==> src/design/rrtq_pkg.sv <==
// Package for the round-robin task queue.
// Holds the command codes and the status flag bundle; no dependencies.
`default_nettype none

package rrtq_pkg;

  localparam int unsigned CMD_W = 2;

  typedef enum logic [CMD_W-1:0] {
    CMD_ADD    = 2'd0,
    CMD_FINISH = 2'd1,
    CMD_CLEAR  = 2'd2
  } cmd_e;

  // Status of one queue operation, passed from the control unit to the top level.
  typedef struct packed {
    logic wr_en;
    logic accepted;
    logic head_valid;
    logic overflow;
    logic bypass;
  } ctrl_flags_t;

endpackage

`default_nettype wire

==> src/design/rrtq_ram.sv <==
// Generic single-write, single-read RAM with a registered read port.
// Read-first: a read and a write to the same address return the old data.
// No dependencies.
`default_nettype none

module rrtq_ram #(
  parameter int unsigned WIDTH = 8,
  parameter int unsigned DEPTH = 16
) (
  input  wire logic                     clk_i,
  input  wire logic                     we_i,
  input  wire logic [$clog2(DEPTH)-1:0] waddr_i,
  input  wire logic [WIDTH-1:0]         wdata_i,
  input  wire logic                     re_i,
  input  wire logic [$clog2(DEPTH)-1:0] raddr_i,
  output logic      [WIDTH-1:0]         rdata_o
);

  logic [WIDTH-1:0] mem_q [DEPTH];
  logic [WIDTH-1:0] rdata_q;

  always_ff @(posedge clk_i) begin
    if (we_i) begin
      mem_q[waddr_i] <= wdata_i;
    end
    if (re_i) begin
      rdata_q <= mem_q[raddr_i];
    end
  end

  assign rdata_o = rdata_q;

endmodule

`default_nettype wire

==> src/design/rrtq_ctrl.sv <==
// Queue control: head pointer, occupancy and overflow flag, and the
// next-state logic for one command. Depends on rrtq_pkg.
`default_nettype none

module rrtq_ctrl #(
  parameter int unsigned QUEUE_DEPTH  = 16,
  parameter int unsigned TASK_ID_BITS = 8
) (
  input  wire logic                              clk_i,
  input  wire logic                              rst_ni,
  input  wire logic                              step_i,
  input  wire logic [rrtq_pkg::CMD_W-1:0]        cmd_i,
  input  wire logic [TASK_ID_BITS-1:0]           task_id_i,
  input  wire logic                              task_done_i,
  input  wire logic [TASK_ID_BITS-1:0]           cur_head_i,
  output logic      [$clog2(QUEUE_DEPTH)-1:0]    waddr_o,
  output logic      [TASK_ID_BITS-1:0]           wdata_o,
  output logic      [$clog2(QUEUE_DEPTH)-1:0]    raddr_o,
  output logic      [$clog2(QUEUE_DEPTH+1)-1:0]  count_o,
  output rrtq_pkg::ctrl_flags_t                  flags_o
);

  import rrtq_pkg::*;

  localparam int unsigned PtrW = $clog2(QUEUE_DEPTH);
  localparam int unsigned CntW = $clog2(QUEUE_DEPTH + 1);
  localparam int unsigned SumW = PtrW + 1;
  localparam logic [SumW-1:0] DepthS  = SumW'(QUEUE_DEPTH);
  localparam logic [CntW-1:0] DepthC  = CntW'(QUEUE_DEPTH);
  localparam logic [PtrW-1:0] LastPtr = PtrW'(QUEUE_DEPTH - 1);

  logic [PtrW-1:0] head_q, head_d;
  logic [CntW-1:0] count_q, count_d;
  logic            ovf_q, ovf_d;
  logic [SumW-1:0] tail_sum;
  logic [PtrW-1:0] tail;
  logic [PtrW-1:0] head_inc;
  logic            we;
  logic            accepted;

  // The tail slot is head plus count, wrapped once.
  assign tail_sum = SumW'(head_q) + SumW'(count_q);
  assign tail     = (tail_sum >= DepthS) ? PtrW'(tail_sum - DepthS) : PtrW'(tail_sum);
  assign head_inc = (head_q == LastPtr) ? '0 : head_q + PtrW'(1);

  always_comb begin
    head_d   = head_q;
    count_d  = count_q;
    ovf_d    = ovf_q;
    we       = 1'b0;
    wdata_o  = task_id_i;
    accepted = 1'b0;
    unique case (cmd_i)
      CMD_ADD: begin
        if (count_q == DepthC) begin
          ovf_d = 1'b1;
        end else begin
          we       = 1'b1;
          count_d  = count_q + CntW'(1);
          accepted = 1'b1;
        end
      end
      CMD_FINISH: begin
        if (count_q != '0) begin
          head_d   = head_inc;
          accepted = 1'b1;
          if (task_done_i) begin
            count_d = count_q - CntW'(1);
          end else begin
            // The head task goes back in at the old tail; the count is unchanged.
            we      = 1'b1;
            wdata_o = cur_head_i;
          end
        end
      end
      CMD_CLEAR: begin
        head_d   = '0;
        count_d  = '0;
        ovf_d    = 1'b0;
        accepted = 1'b1;
      end
      default: begin
      end
    endcase
  end

  always_ff @(posedge clk_i or negedge rst_ni) begin
    if (!rst_ni) begin
      head_q  <= '0;
      count_q <= '0;
      ovf_q   <= 1'b0;
    end else if (step_i) begin
      head_q  <= head_d;
      count_q <= count_d;
      ovf_q   <= ovf_d;
    end
  end

  assign waddr_o            = tail;
  assign raddr_o            = head_d;
  assign count_o            = count_d;
  assign flags_o.wr_en      = we;
  assign flags_o.accepted   = accepted;
  assign flags_o.head_valid = (count_d != '0);
  assign flags_o.overflow   = ovf_d;
  assign flags_o.bypass     = we && (tail == head_d);

endmodule

`default_nettype wire

==> src/design/round_robin_task_queue.sv <==
// Top level of the round-robin task queue: command channel in, status channel out.
// Depends on rrtq_pkg, rrtq_ctrl and rrtq_ram.
//
//   Channel  Handshake                 Payload
//   -------  ------------------------  ------------------------------------------------
//   command  in_valid_i / in_ready_o   cmd_i, task_id_i, task_done_i
//   status   out_valid_o / out_ready_i head_task_o, head_valid_o, queued_count_o,
//                                      overflow_seen_o, op_accepted_o
//
// One command per cycle while in_ready_o is high; its status is captured in the output
// register at the transfer. The queue state and the slot RAM update at the transfer,
// and the RAM read of the new head lands in its read register at the same edge.
// Reset clears the pointers, the count, the overflow flag and the output valid;
// the slot RAM is not cleared and needs no clearing pass.
// While a status waits and out_ready_i is low, in_ready_o is low as well.
`default_nettype none

module round_robin_task_queue #(
  parameter int unsigned QUEUE_DEPTH  = 16,
  parameter int unsigned TASK_ID_BITS = 8
) (
  input  wire logic                             clk_i,
  input  wire logic                             rst_ni,
  input  wire logic                             in_valid_i,
  output logic                                  in_ready_o,
  input  wire logic [rrtq_pkg::CMD_W-1:0]       cmd_i,
  input  wire logic [TASK_ID_BITS-1:0]          task_id_i,
  input  wire logic                             task_done_i,
  output logic                                  out_valid_o,
  input  wire logic                             out_ready_i,
  output logic      [TASK_ID_BITS-1:0]          head_task_o,
  output logic                                  head_valid_o,
  output logic      [$clog2(QUEUE_DEPTH+1)-1:0] queued_count_o,
  output logic                                  overflow_seen_o,
  output logic                                  op_accepted_o
);

  import rrtq_pkg::*;

  localparam int unsigned PtrW = $clog2(QUEUE_DEPTH);
  localparam int unsigned CntW = $clog2(QUEUE_DEPTH + 1);

  logic                    in_xfer;
  logic [PtrW-1:0]         waddr;
  logic [TASK_ID_BITS-1:0] wdata;
  logic [PtrW-1:0]         raddr;
  logic [CntW-1:0]         count_d;
  ctrl_flags_t             flags;
  logic [TASK_ID_BITS-1:0] ram_rdata;
  logic [TASK_ID_BITS-1:0] cur_head;

  // Result register.
  logic                    out_valid_q;
  logic [CntW-1:0]         count_q;
  logic                    head_valid_q;
  logic                    ovf_q;
  logic                    accepted_q;
  // When the slot just written is also the new head, the RAM read returns the
  // old contents, so the written value is kept here and chosen instead.
  logic                    bypass_q;
  logic [TASK_ID_BITS-1:0] bypass_data_q;

  assign in_ready_o = !out_valid_q || out_ready_i;
  assign in_xfer    = in_valid_i && in_ready_o;

  rrtq_ctrl #(
    .QUEUE_DEPTH  (QUEUE_DEPTH),
    .TASK_ID_BITS (TASK_ID_BITS)
  ) u_ctrl (
    .clk_i       (clk_i),
    .rst_ni      (rst_ni),
    .step_i      (in_xfer),
    .cmd_i       (cmd_i),
    .task_id_i   (task_id_i),
    .task_done_i (task_done_i),
    .cur_head_i  (cur_head),
    .waddr_o     (waddr),
    .wdata_o     (wdata),
    .raddr_o     (raddr),
    .count_o     (count_d),
    .flags_o     (flags)
  );

  rrtq_ram #(
    .WIDTH (TASK_ID_BITS),
    .DEPTH (QUEUE_DEPTH)
  ) u_slots (
    .clk_i   (clk_i),
    .we_i    (in_xfer && flags.wr_en),
    .waddr_i (waddr),
    .wdata_i (wdata),
    .re_i    (in_xfer),
    .raddr_i (raddr),
    .rdata_o (ram_rdata)
  );

  // The head of the current queue state: both the RAM read register and the
  // bypass register only change at a transfer, so this stays valid while the
  // status is stalled and is what a requeue writes back at the tail.
  assign cur_head = bypass_q ? bypass_data_q : ram_rdata;

  always_ff @(posedge clk_i or negedge rst_ni) begin
    if (!rst_ni) begin
      out_valid_q  <= 1'b0;
      count_q      <= '0;
      head_valid_q <= 1'b0;
      ovf_q        <= 1'b0;
      accepted_q   <= 1'b0;
      bypass_q     <= 1'b0;
    end else begin
      if (in_xfer) begin
        out_valid_q  <= 1'b1;
        count_q      <= count_d;
        head_valid_q <= flags.head_valid;
        ovf_q        <= flags.overflow;
        accepted_q   <= flags.accepted;
        bypass_q     <= flags.bypass;
      end else if (out_ready_i) begin
        out_valid_q <= 1'b0;
      end
    end
  end

  always_ff @(posedge clk_i) begin
    if (in_xfer) begin
      bypass_data_q <= wdata;
    end
  end

  assign out_valid_o     = out_valid_q;
  assign head_task_o     = head_valid_q ? cur_head : '0;
  assign head_valid_o    = head_valid_q;
  assign queued_count_o  = count_q;
  assign overflow_seen_o = ovf_q;
  assign op_accepted_o   = accepted_q;

`ifndef SYNTHESIS
  // The occupancy never goes beyond the number of slots.
  assert property (@(posedge clk_i) disable iff (!rst_ni)
    out_valid_q |-> (count_q <= CntW'(QUEUE_DEPTH)))
    else $error("queued count exceeds the queue depth");

  // The head is reported valid exactly when tasks are queued.
  assert property (@(posedge clk_i) disable iff (!rst_ni)
    out_valid_q |-> (head_valid_q == (count_q != '0)))
    else $error("head valid disagrees with queued count");

  // An add either takes effect or leaves the overflow flag set.
  assert property (@(posedge clk_i) disable iff (!rst_ni)
    (in_xfer && (cmd_i == CMD_ADD)) |=> (accepted_q || ovf_q))
    else $error("add neither accepted nor flagged as overflow");

  // A clear always empties the queue and drops the overflow flag.
  assert property (@(posedge clk_i) disable iff (!rst_ni)
    (in_xfer && (cmd_i == CMD_CLEAR)) |=> ((count_q == '0) && !ovf_q && accepted_q))
    else $error("clear did not empty the queue");
`endif

endmodule

`default_nettype wire

==> config.mk <==
export PLATFORM = sky130hd
export DESIGN_NAME = round_robin_task_queue
export DESIGN_NICKNAME = d
export VERILOG_FILES = /design/src/design/rrtq_pkg.sv /design/src/design/rrtq_ram.sv /design/src/design/rrtq_ctrl.sv /design/src/design/round_robin_task_queue.sv
export SDC_FILE = /design/constraint.sdc
export NUM_CORES = 1
export LEC_CHECK = 0
export BUFFER_PORTS_ARGS = -buffer_cell sky130_fd_sc_hd__buf_2
export CAP_MARGIN = 0
export CELL_PAD_IN_SITES_DETAIL_PLACEMENT = 1
export CELL_PAD_IN_SITES_GLOBAL_PLACEMENT = 2
export CORE_MARGIN = 2
export CORE_UTILIZATION = 41
export CTS_CLUSTER_SIZE = 20
export DETAILED_ROUTE_END_ITERATION = 8
export GPL_TIMING_DRIVEN = 1
export PLACE_DENSITY = 0.87
export SYNTH_ARGS = -nofsm -noshare
export SYNTH_HDL_FRONTEND = slang
export SYNTH_SLANG_ARGS = --single-unit
==> constraint.sdc <==
create_clock -name clk_i -period 4.8 [get_ports clk_i]
set_clock_uncertainty 0.1 [all_clocks]
set_input_delay 0.48 -clock clk_i [delete_from_list [all_inputs] [get_ports clk_i]]
set_output_delay 0.48 -clock clk_i [all_outputs]
set_load 0.01 [all_outputs]
==> metrics.txt, run 1 <==
CTS root buf=clkbuf_16; Core Footprint=17200 um^2; ratio of cells with drive above 1 in the final layout=~14%; Post-Syn Area=7140 um^2; Hold WS=154 ps; crit path capture type=flip-flop; Max-Cap Viols=0; # nets final=619; worst skew pair latency=440 ps; Via density=5.91; Tcrit/Tclk final=78.6%; power per cell area=approximately 470 nW/um^2; Hold-fix buffers, CTS=1; FF+latch area=4670 um^2; top-area cell type share of the netlist area=60.6%; initial core utilization=41.6%; Antenna Violating Nets Remaining=0; minimum clock period=3770 ps; I/O pins=33; Switching Share=31.2%; drt first-iter violations=358; # resized after CTS=0; setup TNS=0 ps; Yosys reg bits=158; EDFF count, synth=144; TritonCTS clock tree=built; total net switching power=between 1000 and 1500 uW; CP Launch Type=flip-flop; most common cell after layout, fill and taps aside=edfxtp_1; Least-Margin Pin Slew=between 1000 and 1500 ps; All-Layer GR Usage=between 20% and 30%; HP Class=in2reg; most frequent cells in the layout=edfxtp_1, nand2_1, a21oi_1, a211oi_1, buf_2; Final Hold Viols=0; H-tree depth=4; WL final=19300 um; first-pass GRT wire length=29700 um; setup violators final=0; worst path required time=approximately 5000 ps; ys flop type=edfxtp_1; syn_nets=587; via count=4903; status=finished clean; f_max=265 MHz; initial antenna violation count=0; dominant cells by area after synthesis=edfxtp_1, dfrtp_1, a211oi_1, a21oi_1, nand2_1; RSZ-0062 raised after global routing=no; register area share after synthesis=65.5%; Worst VDD drop=between 0.0004 and 0.0005 V; post-synthesis instance total=561; clk slew on worst S/H paths=roughly 60 ps; Post-synth ARST share=8.86%; port buffer count=32; YS warnings=0; Max Transition Viols Final=0; Routability Congestion=0.902; Leak=0.00291 uW; Clk pwr share=34.1%; DRT Pass-1 Iters=4; chip width=approximately 140 um; drc violations=0; worst-path maximum fanout=31; Syn Area/Cell=12.7 um^2; ant diodes=0; Worst Path Arrival=3860 ps; share of power burned in registers=around 45%; placed instance area=between 7000 and 8000 um^2; Final Instance Area=a little over 8000 um^2; CTS sink count=about 160; largest net degree at the start of global routing=52; routed len/inst=23.3 um; number of global-route vias before repair=5136; hpwl dp=12500 um; Netlist cell types=53; combinational power share=a little over a fifth; post-CTS setup repair buffer count=0; CTS Buffer Depth=2; Chip Height=136 um; leading area contributor after synthesis=edfxtp_1; CTS buffer count=17; area grow syn2layout=13.7%; Max-slew headroom=15.2%; WS Path Type=reg2reg; die area=18500 um^2; Rows=48; area of the multi-input gates=2270 um^2; gr ovfl total=0; Filler Cells Inserted=1781; internal power=about 2600 uW
-- cell type report --
cell class / count / area share [%]
timing repair buffer: 49 / 3.58
tap: 225 / 3.47
inverter: 10 / 0.463
multi-input combinational: 357 / 28.0
clock buffer: 17 / 5.24
sequential: 158 / 57.6
clock inverter: 14 / 1.63
-- worst max-delay path, cell delays in order, from the launching register on --
cell     delay (ps)
dfrtp_1         480
inv_1           100
ha_1            240
or4b_4          530
o22ai_1         260
a41o_1          990
a311o_1         330
o22ai_1         160
a211o_1         320
-- metrics by stage --
step	setup slack (ps)	power (uW)	instances	util, %
2_1_floorplan	1750	2240	561	-
3_3_place_gp	1210	2500	798	43.9
3_5_place_dp	1080	2530	798	43.9
4_1_cts	1050	3820	830	47.2
5_1_grt	883	3960	830	47.2
6_report	1030	3810	830	47.2
-- power by group through the flow --
| stage | logic [uW] | clock network, uW | registers, uW |
|---|---|---|---|
| floorplan | 557 | 0 | 1690 |
| global placement | 778 | 0 | 1720 |
| detailed placement | 803 | 0 | 1730 |
| CTS | 812 | 1310 | 1700 |
| global route | 885 | 1370 | 1710 |
| finish | 813 | 1300 | 1700 |
-- final timing paths --
path,startpoint,endpoint,slack [ps],cells after the start
max,u_ctrl.count_q[1],u_slots.rdata_o[7],1030,8
max in group asynchronous,rst_ni,u_ctrl.count_q[1],3980,2
min reg2reg,op_accepted_o,op_accepted_o,380,2
max reg2reg,u_ctrl.count_q[1],u_slots.rdata_o[7],1030,8
min in group asynchronous,rst_ni,u_ctrl.ovf_q,370,2
min,in_valid_i,out_valid_o,150,2
-- cells in the mapped netlist (all sizes together) (14+ instances only) --
master  instances
edfxtp        144
nand2          58
a21oi          43
a211oi         37
nor2           30
and3           27
clkbuf         26
o21ai          25
nand3          19
a311o          14
dfrtp          14
-- kinds of logic after synthesis --
group	after synthesis	share of synthesized area, %
xor gates and xnor gates	7	0.859
muxes	11	1.61
buffers and inverters	46	2.68
and+or+nand+nor	166	11.7
AOI/OAI and AO/OA	162	15.6
adders and majority gates	11	2.03
DFF	158	65.5
-- sequential cells by signal, summed over array words and instances (netlist names), 4 cells and up --
signal and count:
u_slots.mem_q 128, bypass_data_q 8, u_slots.rdata_o 8, u_ctrl.count_q 5
u_ctrl.head_q 4
-- routing by layer --
metal | wire [um] | global-route usage (%)
met1 | 8240 | 28.5
met2 | 9590 | 36.5
met3 | 1010 | 5.15
met4 | 485 | 7.70
met5 | 0 | 0
No activity file was read; power rests on OpenSTA's default activity.
==> run 2: changes to the inputs <==
Clock period 4.8 ns to 3.66 ns, I/O delays scaled along.
==> metrics.txt, run 2 (same netlist as run 1, synthesis figures left out) <==
max FFs per register=128 (unchanged); worst skew pair latency=430 ps (about the same); port buffer count=32 (unchanged); Leak=0.00297 uW (+2.1%); CTS root buf=clkbuf_16; I/O pins=33 (unchanged); drt first-iter violations=437 (+22%); HP Class=in2reg; All-Layer GR Usage=21.8% (-0.20 points); die area=18500 um^2 (unchanged); share of power burned in registers=43.6% (-1.0 points); CTS Buffer Depth=2 (unchanged); pre-CTS WS=305 ps (-779 ps); hold_sp=in_valid_i; worst-path maximum fanout=40 (+29%); setup TNS=0 ps (unchanged); Levels on crit path=8 (unchanged); largest net degree at the start of global routing=41 (-21%); crit path capture type=flip-flop; DRT Pass-1 Iters=7 (+3); CTS buffer count=17 (unchanged); max incr delay on CP=510 ps (-480 ps); via count=4978 (+1.5%); R2R depth=8 (unchanged); CP Launch Type=flip-flop; TritonCTS clock tree=built; # nets final=632 (+2.1%); worst path required time=3720 ps (-1170 ps); Antenna Violating Nets Remaining=0 (unchanged); Max-Cap Viols=0 (unchanged); ant diodes=0 (unchanged); area grow syn2layout=15.3%; crit path max-delay cell type=a211oi_1; Total Power=5060 uW (+33%); routed len/inst=22.7 um (-2.6%); power per cell area=615 nW/um^2 (+31%); RSZ-0062 raised after global routing=no; Clk pwr share=33.7% (-0.4 points); clk slew on worst S/H paths=70 ps (about the same); placed instance area=7640 um^2 (+1.3%); initial antenna violation count=0 (unchanged); drc violations=0 (unchanged); Rows=48 (unchanged); Routability Congestion=0.941 (+4.3%); Critical path buffers and inverters=1 (unchanged); Worst Path Arrival=3500 ps (-360 ps); gr ovfl total=0 (unchanged); most common cell after layout, fill and taps aside=edfxtp_1; setup violators final=0 (unchanged); Max-slew headroom=15.1% (-0.11 points); number of global-route vias before repair=5126 (-0.19%); hpwl dp=12600 um (+0.24%); initial core utilization=41.6% (unchanged); Via density=5.90 (-0.15%); Core Footprint=17200 um^2 (unchanged); Final Hold Viols=0 (unchanged); post-CTS setup repair buffer count=0 (unchanged); combinational power share=22.7% (+1.4 points); reg2reg start=u_ctrl.count_q[1]; Top delay family on crit path=compound AO/OA/AOI/OAI gates; CP startpoint=u_ctrl.count_q[1]; total net switching power=1580 uW (+33%); CTS sink count=158 (unchanged); Chip Height=136 um (unchanged); setup ws final=213 ps (-816 ps); internal power=3480 uW (+33%); critical-path cell list=inv_1, ha_1, nor4b_4, mux2_4, nand2_4, a211oi_1, o22ai_1, a211o_1; Least-Margin Pin Slew=1270 ps (+1.60 ps); H-tree depth=4 (unchanged); WL final=19100 um (-0.98%); WS Path Type=reg2reg; Max Transition Viols Final=0 (unchanged); Tcrit/Tclk final=94.2% (+16 points); chip width=136 um (unchanged); ratio of cells with drive above 1 in the final layout=15.8% (+1.6 points); status=finished clean; f_max=290 MHz (+9.4%); first-pass GRT wire length=29800 um (+0.39%); Reg with most FFs=u_slots.mem_q; hold path depth=2 (unchanged); minimum clock period=3450 ps (-324 ps); Final Instance Area=8230 um^2 (+1.4%); Worst VDD drop=0.000403 V (-12%); Switching Share=31.2% (+0.077 points); most frequent cells in the layout=edfxtp_1, nand2_1, a21oi_1, a211oi_1, buf_2
==> run 2: cell count changes in the layout (fill, tap and decap cells not counted), sizes merged <==
cell,before,now
inv,16,15
clkbuf,17,18
clkinvlp,2,3
buf,48,61
==> run 2: through the flow <==
stage / hold WS (ps) / utilization (%) / instances
global route: 47.1 / 47.9 / 844
floorplan: -29.6 / - / 561
global placement: 192 / 44.5 / 811
CTS: 45.4 / 47.8 / 844
finish: 53.0 / 47.9 / 844
detailed placement: 196 / 44.5 / 811
==> run 2: final timing paths <==
check	slack [ps]	endpoint
hold / removal	50	out_valid_o
max in group asynchronous	2920	u_ctrl.count_q[3]
setup reg to reg	210	u_slots.rdata_o[3]
setup / recovery	210	u_slots.rdata_o[3]
hold reg to reg	370	op_accepted_o
min in group asynchronous	270	u_ctrl.ovf_q
==> run 2: metal layers <==
layer | part of all wire, % | GRT usage, %
met3 | 6.0 | 4.92
met4 | 2.0 | 6.48
met1 | 43 | 29.1
met2 | 49 | 35.9
met5 | 0 | 0
==> run 2: repair_timing <==
item | in CTS | in global routing
setup endpoints to repair | 0 | 1
hold endpoints to repair | 14 | 0
resized for setup | 0 | 1
hold buffers | 1 | 0
==> run 2: power groups by stage <==
stage	clock [uW]	combinational, uW	sequential [uW]
after floorplan	0	730	2210
after global placement	0	1090	2240
after detailed placement	0	1130	2240
after CTS	1720	1140	2210
after global routing	1790	1260	2220
final	1700	1150	2200
==> run 2: cell type report <==
| cell class | count | area, um^2 |
|---|---|---|
| clock buffers | 18 | 429 |
| well taps | 225 | 282 |
| repair buffers | 62 | 388 |
| multi-input cells | 357 | 2280 |
| fillers | 1784 | 8950 |
| flip-flops and latches | 158 | 4670 |
| inverters | 10 | 37.5 |
| clock inverters | 14 | 134 |
==> run 3: changes to the inputs <==
Settings changed: ABC_AREA set to 1, PLACE_DENSITY 0.87 to 0.91.
==> metrics.txt, run 3 <==
first-pass GRT wire length=35400 um (+19%); H-tree depth=4 (unchanged); area grow syn2layout=14.0%; reg2reg start=u_ctrl.count_q[0]; RSZ-0062 raised after global routing=no; hold path depth=4 (+2); YS warnings=0 (unchanged); most common cell after layout, fill and taps aside=nand3_1; placed insts=1015 (+25%); HP Class=in2reg; largest net degree at the start of global routing=67 (+63%); CP startpoint=u_ctrl.count_q[0]; Max-slew headroom=10.6% (-4.5 points); top-count cell post-synth=nand3_1; power per cell area=633 nW/um^2 (+2.9%); CTS root buf=clkbuf_16; Critical path buffers and inverters=2 (+1); Netlist cell types=34 (-36%); CTS buffer count=17 (unchanged); Worst VDD drop=0.000335 V (-17%); Filler Cells Inserted=1985 (+11%); Max-Cap Viols=0 (unchanged); routed len/inst=21.6 um (-4.6%); crit path capture type=flip-flop; drc violations=0 (unchanged); max FFs per register=128 (unchanged); die area=19800 um^2 (+7.1%); Yosys reg bits=158 (unchanged); most frequent cells in the layout=nand3_1, edfxtp_1, nand2_1, inv_1, nor2_1; final std cells w/o fill=1048 (+24%); Antenna Violating Nets Remaining=0 (unchanged); minimum clock period=3200 ps (-249 ps); Core Footprint=18100 um^2 (+5.7%); # nets final=832 (+32%); hold_sp=out_ready_i; DRT Pass-1 Iters=5 (-2); Commonest cells post-synth=nand3_1, edfxtp_1, nand2_1; All-Layer GR Usage=23.9% (+2.1 points); ant diodes=0 (unchanged); I/O pins=33 (unchanged); setup TNS=0 ps (unchanged); Post-Syn Area=7660 um^2 (+7.3%); f_max=313 MHz (+7.8%); Worst Path Arrival=3130 ps (-370 ps); setup violators final=0 (unchanged); EDFF count, synth=144 (unchanged); ys flop type=edfxtp_1; initial core utilization=42.2% (+0.67 points); Max Transition Viols Final=0 (unchanged); chip width=141 um (+3.5%); CP Launch Type=flip-flop; worst path required time=3600 ps (-120 ps); Top delay family on crit path=compound AO/OA/AOI/OAI gates; WS Path Type=reg2reg; worst skew pair latency=420 ps (about the same); number of global-route vias before repair=6175 (+20%); Leak=0.00371 uW (+25%); Via density=5.60 (-5.1%); Hold EP=out_valid_o; drt first-iter violations=576 (+32%); gr ovfl total=0 (unchanged); R2R Setup Slk=460 ps (+250 ps); critical-path cell list=inv_1, ha_1, nand3_4, nand2_1, nor2_1, inv_1, o21ai_1; initial antenna violation count=0 (unchanged); via count=5867 (+18%); Reg with most FFs=u_slots.mem_q; status=finished clean; hpwl dp=14500 um (+15%); R2R depth=7 (-1); FF+latch area=4670 um^2 (unchanged); top-area cell type share of the netlist area=56.4% (-4.1 points); worst-path maximum fanout=17 (-57%); dominant cells by area after synthesis=edfxtp_1, nand3_1, nand2_1, inv_1, dfrtp_1; port buffer count=32 (unchanged); TritonCTS clock tree=built; area of the multi-input gates=2280 um^2 (about the same); syn_nets=783 (+33%); Syn Area/Cell=10.1 um^2 (-20%); Final Hold Viols=0 (unchanged); Post-synth ARST share=8.86% (unchanged); leading area contributor after synthesis=edfxtp_1; crit path max-delay cell type=o21ai_1; register area share after synthesis=61.0% (-4.5 points); Rows=49 (+2.1%); Tcrit/Tclk final=87.4% (-6.8 points); Chip Height=141 um (+3.5%); Routability Congestion=0.869 (-7.7%); CTS sink count=158 (unchanged); CTS Buffer Depth=2 (unchanged); WL final=22700 um (+18%); reg-to-reg endpoint=u_slots.mem_q[15][1]; max incr delay on CP=1110 ps (+600 ps); crit-path most repeated cell=inv_1; ratio of cells with drive above 1 in the final layout=13.2% (-2.6 points); post-synthesis instance total=757 (+35%); clk slew on worst S/H paths=60 ps (about the same); Least-Margin Pin Slew=1330 ps (+58.2 ps)
-- run 3: metrics by stage --
| stage | power, uW | util, % | instance area, um^2 | hold WS (ps) | worst slack, ps |
|---|---|---|---|---|---|
| final | 5520 | 48.1 | 8730 | 137 | 463 |
| after global routing | 5780 | 48.1 | 8730 | 170 | 226 |
| after CTS | 5530 | 48.1 | 8730 | 134 | 544 |
| after detailed placement | 3780 | 44.9 | 8140 | 205 | 566 |
| after global placement | 3730 | 44.9 | 8140 | 196 | 674 |
| after floorplan | 3300 | - | 7660 | -29.6 | 1030 |
-- run 3: worst register-to-register path, delay by kind of cell, from the launching register on --
| kind | cells | cell delay (ps) |
|---|---|---|
| flip-flops | 1 | 500 |
| adder cells (fa/ha/maj) | 1 | 280 |
| AO/OA/AOI/OAI | 1 | 1110 |
| AND/OR/NAND/NOR | 3 | 400 |
| buffers and inverters | 2 | 410 |
-- run 3: per-layer routing --
metal	vias to the layer above	track usage, %	wire length [um]
met5	-	0	0
met4	0	9.95	735
met3	53	3.80	1060
met2	192	40.8	11200
met1	2987	30.5	9630
li1	2635	-	-
-- run 3: logic make-up after synthesis --
logic type / after synthesis / share of synthesized area [%]
flops: 158 / 61.0
buf+inv: 163 / 9.21
compound gates: 33 / 2.50
mux: 8 / 1.05
simple gates: 377 / 23.5
xor+xnor: 7 / 0.800
fa+ha+maj: 11 / 1.89
-- run 3: how the worst max path moves through the flow --
stage / to / depth (start not counted)
floorplan: bypass_data_q[0] / 8
global placement: u_slots.mem_q[14][1] / 7
detailed placement: u_slots.mem_q[14][1] / 7
CTS: u_slots.mem_q[10][3] / 7
global route: u_slots.mem_q[8][3] / 7
finish: u_slots.mem_q[15][1] / 7
-- run 3: power by group --
group,leakage (uW),switching [uW],internal (uW)
sequential,0.00148,93.7,2140
clock,0.000271,792,962
combinational,0.00196,1080,465
-- run 3: layout make-up --
class	instances	area share [%]
timing repair buffer	63	4.81
clock inverter	14	1.71
clock buffer	18	4.91
sequential	158	53.5
tap	229	3.28
multi-input combinational	436	26.2
inverter	130	5.59
-- run 3: timing repair --
| item | 4_1_cts | 5_1_grt |
|---|---|---|
| hold buffers | 1 | 0 |
| setup buffers | 0 | 0 |
| resized for setup | 0 | 0 |
| endpoints found under the hold margin | 14 | 0 |
